$ cat src/hw/rtl/los_ram.sv
module los_ram #(
  parameter int WIDTH = 8,
  parameter int DEPTH = 16
) (
  input  logic                     clk,
  input  logic                     we,
  input  logic [$clog2(DEPTH)-1:0] waddr,
  input  logic [WIDTH-1:0]         wdata,
  input  logic [$clog2(DEPTH)-1:0] raddr,
  output logic [WIDTH-1:0]         rdata
);

  logic [WIDTH-1:0] mem [DEPTH];

  always_ff @(posedge clk) begin
    if (we) begin
      mem[waddr] <= wdata;
    end
    rdata <= mem[raddr];
  end

endmodule

$ cat config.mk
export PLATFORM = sky130hd
export DESIGN_NAME = los_ram
export DESIGN_NICKNAME = d
export VERILOG_FILES = /design/src/hw/rtl/los_ram.sv
export SDC_FILE = /design/constraint.sdc
export NUM_CORES = 1
export LEC_CHECK = 0
export BUFFER_PORTS_ARGS = -buffer_cell sky130_fd_sc_hd__buf_2
export CORE_ASPECT_RATIO = 0.9
export CORE_MARGIN = 2
export CORE_UTILIZATION = 54
export CTS_CLUSTER_SIZE = 10
export DETAILED_ROUTE_END_ITERATION = 6
export GPL_TIMING_DRIVEN = 0
export PLACE_DENSITY = 0.74
export SETUP_SLACK_MARGIN = 0.4
export SKIP_LAST_GASP = 1
export SLEW_MARGIN = 0
export SYNTH_ARGS = -nofsm -noshare
export SYNTH_HDL_FRONTEND = slang
export SYNTH_SLANG_ARGS = --single-unit
$ cat constraint.sdc
create_clock -name clk -period 1.9 [get_ports clk]
set_input_delay 0.38 -clock clk [delete_from_list [all_inputs] [get_ports clk]]
set_output_delay 0.38 -clock clk [all_outputs]
set_load 0.01 [all_outputs]
# [After elaboration in Yosys (flattened, before gate mapping)]
# Memory sizes are Yosys's and may differ from the RTL's. A register that Yosys moved wholly into a read port is not among the register bits.
# Cells that the tools add are included.
[totals] register_bits=0 ram_bits=128 input_bits=18 output_inout_bits=8 n_memories=1
[op_classes] n_mux=2
[memory_table] memory="mem" depth=16 width=8 read_ports=1 rd_ports_with_merged_regs=1 write_ports=1 line="13" rtl="logic [WIDTH-1:0] mem [DEPTH];"
[ops] operator="2-to-1 mux 1 bit" count=2

# [Longest topological paths before layout]
# Gate-level depths: netlist (run 1).
[logic_depth] word_depth=2 depth_mapped=5

# [Worst setup path after synthesis (run 1)]
# No wires, ideal clock.
[synth_timing] path_kind="input-to-reg" start="input port waddr[2]" end="memory mem[0][0], enable pin" arrival_time_ns=1.490 path_slack_ns=0.027 cell_stages=2 n_path_buf=0 path_cell_list="or3b_2 -> nor3_1"
[synth_lines] element="start: declaration" line="7" rtl="input logic [$clog2(DEPTH)-1:0] waddr,"
[synth_lines] element="end: declaration" line="13"
# No word-level cell before the write port.

==> results by group, run 1 <==
Die
  • Floorplan die height: 96.6 microns
  • Die outline width: ~110 microns
  • Floorplan core area: between 0.009 and 0.01 sq mm
  • Site row count: 33
  • Area of the die: slightly above 0.01 sq mm
  • I/O pin count: 26
  • Initial Utilization: a little under three fifths

Final layout
  • Fill cell total of the finished layout: about 600
  • Layout Utilization: between 60% and 70%
  • Top library cells by usage in the layout, fill and taps aside: sky130_fd_sc_hd__edfxtp_1 (128), sky130_fd_sc_hd__buf_2 (27), sky130_fd_sc_hd__mux4_2 (18)
  • Non-filler cells, final: 407
  • Footprint of the multi-input gates: 0.00109 sq mm
  • FF+latch area: between 0.004 and 0.005 sq mm
  • Area growth from synthesis to layout: 18.3%
  • Final std cell area, no fill: slightly above 0.006 sq mm
  • Count of nets after finishing: 290
  • Share of cells above drive strength 1: around a third
  • Leading cell type in the layout, fill and taps excluded: sky130_fd_sc_hd__edfxtp_1
  • Ant diodes: 0

Routing
  • First-iteration detailed-routing DRC count: around 190
  • Detailed-route via count: between 2000 and 2500
  • Post-DRT Antenna Nets: 0
  • Aggregate routed wire length: just over 10000 microns
  • Iteration count of the initial detailed-routing pass: 5
  • Via-per-instance ratio: just over 6
  • Final routed wire length divided by cell count: between 20 and 25 microns
  • Number of design rule violations left after detail routing: 0

Worst setup path
  • Crit. End Element: register
  • Slowest cell on the critical path: sky130_fd_sc_hd__mux4_2
  • Start-to-end type of the worst setup path: reg2reg
  • Arrival time worst endpoint: 1.78 ns
  • Maximum fanout count along the critical path: 1
  • Delay of the slowest cell on the worst path: ~0.53 ns
  • CP startpoint kind: register
  • Cell-by-cell trace of the critical path: mux4_2 > a22oi_1 > nand2_1
  • Critical Path RT: about 2.3 ns

Job
  • Max-capacitance violation count: 0

Logic synthesis
  • Number of warnings printed during yosys synthesis: 0
  • Gate Count Post-Synth: 229
  • Share of synthesized area occupied by flip-flops and latches: between 70% and 80%
  • Number of unique standard cell types used by synthesis: 19
  • Post-synth net total: around 250
  • Cell area after technology mapping: 0.00515 sq mm
  • Flip-flop and latch count after synthesis: 136
  • Post-synthesis average cell area: roughly 22 sq um

STA
  • Slew at the pin closest to its max-slew limit: ~0.84 ns
  • Unrepaired setup endpoints after global routing: no
  • Sum Neg Setup Slack: 0 ns
  • Clock Skews: ~0.0053 ns
  • Worst Slack Setup Final: around 0.49 ns
  • Final Hold Fails: 0
  • Normalized max-slew margin: between 40% and 50%
  • Tmin final: about 1.4 ns
  • Final clock period utilization by the worst path: 74.1%
  • Final hold slack: 0.275 ns
  • Pins over their slew limit: 0
  • Max Clk Rate: 0.710 GHz
  • Endpoints failing setup: 0

Clock tree
  • Quantity of hold-fixing buffers added after cts: 0
  • Number of sinks handled by clock tree synthesis: around 140
  • TritonCTS buffer count: 17
  • Root buffer cell: sky130_fd_sc_hd__clkbuf_8
  • Largest buffer count on any clock path: 2
  • Clk Latency, worst-skew pair: between 0.5 and 0.6 ns
  • Clock transition at path regs: about 0.060 ns
  • # H-tree levels: 4
  • CTS tree: done

Global routing
  • Wire length of the first global-routing pass: ~15000 microns
  • Initial antenna violation count: 0
  • Pin count of the biggest net entering global routing: 17
  • Via count of the first global-routing pass: around 2400
  • Grt total ovfl: 0
  • Global-route usage over all layers: between 20% and 30%

Run status
  • Outcome: completed

Placement
  • Placed Instance Area: about 0.0055 sq mm
  • Worst slack after detailed placement: -0.111 ns
  • Routability congestion estimate from global placement: between 0.7 and 0.8
  • IO buf count: 24
  • HPWL after detailed placement: 6010 microns
  • Number of cells in the design after placement: 375

Min path
  • Worst Hold Class: in2reg

Pwr
  • Leakage power summed over all cells: between 2 and 2.5 nW
  • Power density over cell area: roughly 1200 mW/mm^2
  • Largest voltage drop on the vdd net: slightly above 0.9 mV
  • Total power: about 7.2 mW
[area by class of cell]
cell class | count | area share, %
well taps | 122 | 2.51
multi-input cells | 83 | 18.0
clock inverters | 13 | 3.33
repair buffers | 24 | 1.97
plain buffers | 10 | 1.54
flip-flops and latches | 136 | 65.8
clock buffers | 19 | 6.93
[final timing paths]
| path | slack [ns] | from | end | depth (start not counted) |
|---|---|---|---|---|
| hold / removal | 0.27 | wdata[7] | mem[1][7] | 1 |
| setup reg to reg | 0.49 | mem[15][0] | rdata[0] | 3 |
| setup / recovery | 0.49 | mem[15][0] | rdata[0] | 3 |
| hold reg to reg | 0.68 | mem[8][3] | rdata[3] | 3 |
[cells in the mapped netlist]
cell                              instances  share of area, %
sky130_fd_sc_hd__a22oi_1                 16               2.3
sky130_fd_sc_hd__and2_1                   1              0.12
sky130_fd_sc_hd__and2b_1                  1              0.15
sky130_fd_sc_hd__buf_2                    3              0.29
sky130_fd_sc_hd__buf_4                    1              0.15
sky130_fd_sc_hd__buf_6                    3              0.66
sky130_fd_sc_hd__clkdlybuf4s25_2          3              0.58
sky130_fd_sc_hd__dfxtp_1                  8               3.1
sky130_fd_sc_hd__edfxtp_1               128                75
sky130_fd_sc_hd__mux4_1                  14               7.1
sky130_fd_sc_hd__mux4_2                  18               7.9
sky130_fd_sc_hd__nand2_1                  9              0.66
sky130_fd_sc_hd__nand2b_1                 2              0.24
sky130_fd_sc_hd__nand3_1                  1             0.097
sky130_fd_sc_hd__nand3b_1                 2              0.29
sky130_fd_sc_hd__nor2_1                  13              0.95
sky130_fd_sc_hd__nor2b_1                  1              0.12
sky130_fd_sc_hd__nor3_1                   4              0.39
sky130_fd_sc_hd__or3b_2                   1              0.17
[registers in the layout, indices dropped and copies added, names as in the netlist]
name and count:
mem 128, rdata 8
[layer usage]
metal	up-vias	global-route usage [%]	routed length (microns)
met5	-	0	0
met4	0	6.69	113
met3	8	5.26	684
met2	110	31.7	4990
met1	1280	30.0	4290
li1	1057	-	-
[timing repair]
action                     4_1_cts  5_1_grt
hold endpoints to repair         0        0
buffers inserted                 0        0
setup endpoints to repair        0        8
gates resized for setup          0        1
[cell families (layout without fill, tap and decap cells)]
logic type	count (synthesis)	count (layout)	share of synthesized area (%)
DFF	136	136	77.8
muxes	32	32	15.0
and+or+nand+nor	35	35	3.18
AOI/OAI and AO/OA	16	16	2.33
buffers and inverters	10	66	1.68
[power by group]
part           internal, mW  leakage (nW)  switching [mW]
logic                 0.137         0.526           0.198
registers              3.35          1.22          0.0161
clock network          2.26         0.302            1.19
[worst max-delay path: cells and delay by family, from the launching register on]
| kind | cells | cell delay [ns] |
|---|---|---|
| DFF | 1 | 0.37 |
| and+or+nand+nor | 1 | 0.12 |
| muxes | 1 | 0.53 |
| AOI/OAI and AO/OA | 1 | 0.26 |
(Power assumes the default switching activity.)
==> run 2, diff against run 1 <==
--- a/config.mk
+++ b/config.mk
@@ -5,14 +5,15 @@
 export SDC_FILE = /design/constraint.sdc
 export NUM_CORES = 1
 export LEC_CHECK = 0
+export ABC_AREA = 1
 export BUFFER_PORTS_ARGS = -buffer_cell sky130_fd_sc_hd__buf_2
 export CORE_ASPECT_RATIO = 0.9
 export CORE_MARGIN = 2
-export CORE_UTILIZATION = 54
+export CORE_UTILIZATION = 61
 export CTS_CLUSTER_SIZE = 10
 export DETAILED_ROUTE_END_ITERATION = 6
 export GPL_TIMING_DRIVEN = 0
-export PLACE_DENSITY = 0.74
+export PLACE_DENSITY = 0.79
 export SETUP_SLACK_MARGIN = 0.4
 export SKIP_LAST_GASP = 1
 export SLEW_MARGIN = 0
==> constraint.sdc (replaced) <==
create_clock -name clk -period 1.45 [get_ports clk]
set_input_delay 0.29 -clock clk [delete_from_list [all_inputs] [get_ports clk]]
set_output_delay 0.29 -clock clk [all_outputs]
set_load 0.01 [all_outputs]
==> run 2 against run 1 <==
  * Synthesized area rose by 12%
  * Register-to-register slack got worse by 0.07 ns
  * Flip-flop and latch count did not move
  * Cell count rose by 79%
  * Cell area rose by 13%
  * Critical path depth fell by 2
  * Synthesized cell count rose by 140%
  * Sequential share of layout area fell by 7.5 points
  * Count of clock-buffer cells in the layout fell by 1
  * Setup slack got worse by 0.30 ns
  * Via count rose by 66%
  * First-iteration DRC count rose by 140%
==> results by group, run 2 <==
Run status
  • Outcome: completed

Pwr
  • Clock group share of total power: 45.1%
  • P_int: 7.19 mW
  • Logic gate share of total power: about 7.1%
  • Power density over cell area: around 1300 mW/mm^2
  • Fraction of power spent switching nets: around 22%
  • Net switching power: roughly 2.1 mW
  • Proportion of power drawn by flip-flops and latches: between 40% and 50%
  • Largest voltage drop on the vdd net: around 1.3 mV
  • Leakage power summed over all cells: about 2.9 nW

Placement
  • HPWL after detailed placement: 8940 microns
  • IO buf count: 22
  • Placed Instance Area: roughly 0.0061 sq mm
  • Routability congestion estimate from global placement: 0.900

Logic synthesis
  • Yosys top cell area share: ~67%
  • Count of flip-flops with a built-in enable after synthesis: 128
  • Post-synth net total: about 570
  • Number of warnings printed during yosys synthesis: 0
  • Post-synthesis average cell area: 10.5 sq um
  • Share of async-settable or async-resettable flops after synthesis: 0%
  • Share of synthesized area occupied by flip-flops and latches: between 60% and 70%
  • Primary flip-flop cell chosen by synthesis mapping: sky130_fd_sc_hd__edfxtp_1
  • Cell area after technology mapping: about 0.0058 sq mm
  • Most used standard cell by instance count after synthesis: sky130_fd_sc_hd__nand2_1
  • Number of unique standard cell types used by synthesis: 12
  • Largest area contributor in the synthesized netlist: sky130_fd_sc_hd__edfxtp_1
  • Cell types with the largest area share after synthesis: sky130_fd_sc_hd__edfxtp_1 (67%), sky130_fd_sc_hd__nand2_1 (11%), sky130_fd_sc_hd__nand3_1 (8.4%), sky130_fd_sc_hd__inv_1 (6.5%), sky130_fd_sc_hd__dfxtp_1 (2.8%)
  • Gate Count Post-Synth: about 550
  • Top cells by instance count after synthesis: sky130_fd_sc_hd__nand2_1 (173), sky130_fd_sc_hd__edfxtp_1 (128), sky130_fd_sc_hd__inv_1 (100)
  • Flip-flop and latch count after synthesis: between 100 and 150

Final layout
  • Area growth from synthesis to layout: 19.2%
  • Ant diodes: 0
  • Leading cell type in the layout, fill and taps excluded: sky130_fd_sc_hd__nand2_1
  • Top flop regs: mem x128, rdata x8
  • Biggest register: mem
  • Top library cells by usage in the layout, fill and taps aside: sky130_fd_sc_hd__nand2_1 (170), sky130_fd_sc_hd__edfxtp_1 (128), sky130_fd_sc_hd__inv_1 (99)
  • Fill cell total of the finished layout: 600
  • Final std cell area, no fill: around 0.0069 sq mm
  • Count of nets after finishing: about 610
  • Share of cells above drive strength 1: 19.4%
  • Flip-flop count of the largest register after layout: roughly 130

Worst setup path
  • CP top delay family: flip-flops
  • Slowest cell on the critical path: sky130_fd_sc_hd__dfxtp_2
  • Crit. End Element: output port
  • Maximum fanout count along the critical path: 1
  • Register-to-register path setup slack: 0.42 ns
  • Critical Path RT: 1.16 ns
  • Cell-by-cell trace of the critical path: buf_6
  • CP startpoint kind: register
  • Arrival time worst endpoint: ~0.96 ns
  • Buf+Inv Stages, Crit Path: 1
  • Delay of the slowest cell on the worst path: between 0.3 and 0.4 ns
  • Start-to-end type of the worst setup path: reg2out

STA
  • Normalized max-slew margin: between 60% and 70%
  • Clock Skews: around 0.0074 ns
  • Final clock period utilization by the worst path: 86.5%
  • Tmin final: about 1.3 ns
  • Final hold slack: approximately 0.19 ns
  • Pins over their slew limit: 0
  • Unrepaired setup endpoints after global routing: yes
  • Max Clk Rate: about 0.8 GHz
  • Slew at the pin closest to its max-slew limit: ~0.55 ns
  • Final Hold Fails: 0
  • Endpoints failing setup: 0

Clock tree
  • TritonCTS buffer count: 17
  • Root buffer cell: sky130_fd_sc_hd__clkbuf_8
  • # H-tree levels: 4
  • Number of sinks handled by clock tree synthesis: roughly 140
  • Clock transition at path regs: 0.06 ns
  • Largest buffer count on any clock path: 2
  • Clk Latency, worst-skew pair: ~0.53 ns
  • CTS tree: done

Die
  • Initial Utilization: between 60% and 70%
  • Site row count: 33
  • Die outline width: 106 microns
  • I/O pin count: 26
  • Area of the die: 0.0102 sq mm
  • Floorplan core area: 0.00917 sq mm
  • Floorplan die height: a little under 100 microns

Routing
  • Detailed-route via count: ~4000
  • First-iteration detailed-routing DRC count: roughly 470
  • Via-per-instance ratio: ~5.6
  • Number of design rule violations left after detail routing: 0
  • Aggregate routed wire length: approximately 15000 microns
  • Final routed wire length divided by cell count: between 15 and 20 microns
  • Iteration count of the initial detailed-routing pass: 5
  • Post-DRT Antenna Nets: 0

Global routing
  • Global-route usage over all layers: between 30% and 40%
  • Wire length of the first global-routing pass: between 20000 and 25000 microns
  • Pin count of the biggest net entering global routing: 17
  • Initial antenna violation count: 0
  • Grt total ovfl: 0
  • Via count of the first global-routing pass: between 3000 and 4000

Min path
  • Worst Hold Class: in2reg

Job
  • Max-capacitance violation count: 0
-- run 2: repair_timing --
action	4_1_cts	5_1_grt
hold buffers	0	0
setup endpoints to repair	32	80
resized for setup	7	26
setup buffers	0	2
pin swaps	0	5
-- run 2: cells by family (layout without fill, tap and decap cells) --
kind of cell / Yosys count / after routing / share of synthesized area (%)
buffers and inverters: 126 / 182 / 9.52
flip-flops: 136 / 136 / 69.4
AND/OR/NAND/NOR: 289 / 289 / 21.0
-- run 2: final cells by class --
class	instances	area, sq um	share of cell area, %
inverter	102	383	5.57
multi-input combinational	289	1430	20.9
sequential	136	4010	58.3
tap	122	153	2.22
buffer	24	166	2.42
clock buffer	18	418	6.08
timing repair buffer	24	156	2.28
clock inverter	14	156	2.28
-- run 2: worst paths after layout --
kind,start,endpoint,cells past startpoint
worst max-delay path,rdata[1],rdata[1],1
worst min-delay path,wdata[4],mem[11][4],1
worst max register to register,mem[6][3],rdata[3],6
worst min register to register,mem[11][6],rdata[6],6
-- run 2: power groups by stage --
stage	clock network (mW)	registers, mW	logic (mW)
2_1_floorplan	0	4.51	0.329
3_5_place_dp	0	4.50	0.588
6_report	4.18	4.43	0.658
5_1_grt	4.36	4.43	0.708
3_3_place_gp	0	4.49	0.571
4_1_cts	4.17	4.42	0.609
-- run 2: stage by stage --
stage	setup WS, ns	instances	setup TNS, ns	util, %	total power, mW
after floorplan	0.286	551	0	-	4.84
after global placement	-0.206	695	-7.16	66.8	5.06
after detailed placement	-0.211	695	-7.79	66.8	5.09
after CTS	0.197	727	0	73.4	9.20
after global routing	0.181	729	0	75.0	9.50
final	0.196	729	0	75.0	9.27
-- run 2: layer usage --
layer / global-route usage (%) / share of wire [%] / routed length, microns
met1: 42.1 / 40 / 5810
met2: 47.5 / 47 / 6810
met3: 6.64 / 10 / 1500
met4: 14.1 / 2.6 / 382
met5: 0 / 0 / 0
==> run 3, diff against run 2 <==
--- a/config.mk
+++ b/config.mk
@@ -6,7 +6,7 @@
 export NUM_CORES = 1
 export LEC_CHECK = 0
 export ABC_AREA = 1
-export BUFFER_PORTS_ARGS = -buffer_cell sky130_fd_sc_hd__buf_2
+export BUFFER_PORTS_ARGS = -buffer_cell sky130_fd_sc_hd__clkbuf_2
 export CORE_ASPECT_RATIO = 0.9
 export CORE_MARGIN = 2
 export CORE_UTILIZATION = 61
==> run 3 against run 2 <==
  * Clock power rose by 1%
  * Clock skew shrank 0.0028 ns
  * Global-route usage down 0.95 points
  * Total power rose by 0.21%
  * Utilization decreased by 0.16 points
  * Die area is the same
  * Flip-flop and latch count unchanged
  * First-iteration DRC count is 25% higher
  * Fmax grew 0.91%
  * Register-to-register slack got worse by 0.02 ns
  * Cell area decreased by 0.22%
  * Critical path type unchanged
  * Largest power group unchanged
  * Highest routed layer unchanged
==> results by group, run 3 (synthesis results as in run 2) <==
Run status
  • Outcome: completed

STA
  • Clock Skews: between 0.004 and 0.005 ns
  • Sum Neg Setup Slack: 0 ns
  • Tmin final: ~1.2 ns
  • Max Clk Rate: around 0.80 GHz
  • Pins over their slew limit: 0
  • Worst Slack Setup Final: roughly 0.21 ns
  • Endpoints failing setup: 0
  • Unrepaired setup endpoints after global routing: yes
  • Normalized max-slew margin: between 60% and 70%
  • Final Hold Fails: 0
  • Slew at the pin closest to its max-slew limit: ~0.50 ns
  • Final clock period utilization by the worst path: 85.7%

Die
  • Area of the die: roughly 0.010 sq mm
  • I/O pin count: 26
  • Floorplan die height: between 90 and 100 microns
  • Initial Utilization: 62.9%
  • Site row count: 33
  • Die outline width: about 110 microns
  • Floorplan core area: around 0.0092 sq mm

Placement
  • Number of cells in the design after placement: 695
  • Routability congestion estimate from global placement: slightly below 0.9
  • IO buf count: 22
  • HPWL after detailed placement: between 8000 and 9000 microns
  • Worst slack after detailed placement: -0.200 ns

Worst setup path
  • Crit. End Element: output port
  • Buf+Inv Stages, Crit Path: 1
  • Start-to-end type of the worst setup path: reg2out
  • Delay of the slowest cell on the worst path: roughly 0.32 ns
  • Maximum fanout count along the critical path: 1
  • Critical Path RT: approximately 1.2 ns
  • CP startpoint kind: register
  • Cell-by-cell trace of the critical path: buf_6
  • Arrival time worst endpoint: 0.95 ns
  • CP top delay family: flip-flops
  • Slowest cell on the critical path: sky130_fd_sc_hd__dfxtp_2

Global routing
  • Global-route usage over all layers: between 20% and 30%
  • Wire length of the first global-routing pass: approximately 21000 microns
  • Initial antenna violation count: 0
  • Via count of the first global-routing pass: 3850
  • Grt total ovfl: 0
  • Global routing met3 resource utilization: under 10%
  • Global-route track usage on met2: between 40% and 50%
  • Pin count of the biggest net entering global routing: 17
  • Peak-usage layer in the global routing report: met2
  • Met1 Usage GRT: 40.1%

Pwr
  • Power density over cell area: 1350 mW/mm^2
  • Proportion of power drawn by flip-flops and latches: roughly 48%
  • Clock group share of total power: about 46%
  • Logic gate share of total power: under 10%
  • Fraction of power spent switching nets: 23.8%
  • Largest voltage drop on the vdd net: approximately 1.0 mV
  • Leakage power summed over all cells: roughly 3 nW
  • Net switching power: roughly 2.2 mW
  • P_int: 7.07 mW

Final layout
  • Area growth from synthesis to layout: 18.9%
  • Ant diodes: 0
  • Biggest register: mem
  • Top library cells by usage in the layout, fill and taps aside: sky130_fd_sc_hd__nand2_1 (171), sky130_fd_sc_hd__edfxtp_1 (128), sky130_fd_sc_hd__inv_1 (100)
  • Fill cell total of the finished layout: about 600
  • Leading cell type in the layout, fill and taps excluded: sky130_fd_sc_hd__nand2_1
  • Flip-flop count of the largest register after layout: around 130
  • Count of nets after finishing: about 600
  • Layout Utilization: about three quarters
  • Top flop regs: mem x128, rdata x8
  • Share of cells above drive strength 1: around 18%
  • Non-filler cells, final: between 700 and 800

Clock tree
  • Largest buffer count on any clock path: 2
  • Clk Latency, worst-skew pair: 0.53 ns
  • Number of sinks handled by clock tree synthesis: 136
  • # H-tree levels: 4
  • CTS tree: done
  • Root buffer cell: sky130_fd_sc_hd__clkbuf_8
  • TritonCTS buffer count: 17
  • Clock transition at path regs: 0.06 ns

Min path
  • Worst Hold Class: in2reg

Routing
  • First-iteration detailed-routing DRC count: approximately 580
  • Number of design rule violations left after detail routing: 0
  • Via-per-instance ratio: 5.71
  • Detailed-route via count: around 4200
  • Iteration count of the initial detailed-routing pass: 6
  • Post-DRT Antenna Nets: 0
  • Aggregate routed wire length: 14500 microns
  • Final routed wire length divided by cell count: ~20 microns

Job
  • Max-capacitance violation count: 0
-- run 3: power by group through the flow --
| stage | registers [mW] | logic [mW] | clock network, mW |
|---|---|---|---|
| after global routing | 4.42 | 0.680 | 4.35 |
| after detailed placement | 4.50 | 0.584 | 0 |
| final | 4.42 | 0.634 | 4.23 |
| after global placement | 4.50 | 0.567 | 0 |
| after floorplan | 4.51 | 0.329 | 0 |
| after CTS | 4.42 | 0.596 | 4.21 |
-- run 3: worst paths after layout --
kind         cells past startpoint  slack, ns        to       start
max                              1       0.21  rdata[3]    rdata[3]
min                              4       0.21  rdata[0]    raddr[2]
max reg2reg                      6       0.40  rdata[7]  mem[10][7]
min reg2reg                      6       0.72  rdata[0]   mem[4][0]
-- run 3: per-layer routing --
metal / up-vias / share of wire [%]
met4: 0 / 2.8
met3: 51 / 11
met5: - / 0
met2: 316 / 47
li1: 1871 / -
met1: 1937 / 39
-- run 3: tightest hold or removal path, cell delays in order --
cell and delay (ns):
sky130_fd_sc_hd__buf_2 0.16, sky130_fd_sc_hd__nand3_1 0.11, sky130_fd_sc_hd__nand3_1 0.07, sky130_fd_sc_hd__nand2_1 0.06
-- run 3: through the flow --
stage	power (mW)	hold slack [ns]	instance area [sq um]
2_1_floorplan	4.84	0.389	5860
4_1_cts	9.22	0.197	6720
6_report	9.29	0.205	6860
3_5_place_dp	5.09	0.677	6120
5_1_grt	9.46	0.233	6860
3_3_place_gp	5.06	0.676	6120
-- run 3: layout make-up --
class / instances / area (sq um) / area share, %
multi-input combinational: 289 / 1370 / 20.0
inverter: 102 / 383 / 5.58
tap: 122 / 153 / 2.23
sequential: 136 / 4010 / 58.4
clock buffer: 17 / 414 / 6.04
clock inverter: 15 / 170 / 2.48
timing repair buffer: 26 / 196 / 2.86
buffer: 24 / 166 / 2.43
-- run 3: timing repair --
item                       CTS  global route
gates resized for setup      3            20
hold buffers                 0             0
setup endpoints to repair   32            42
setup buffers                0             4
pin swaps                    0             8
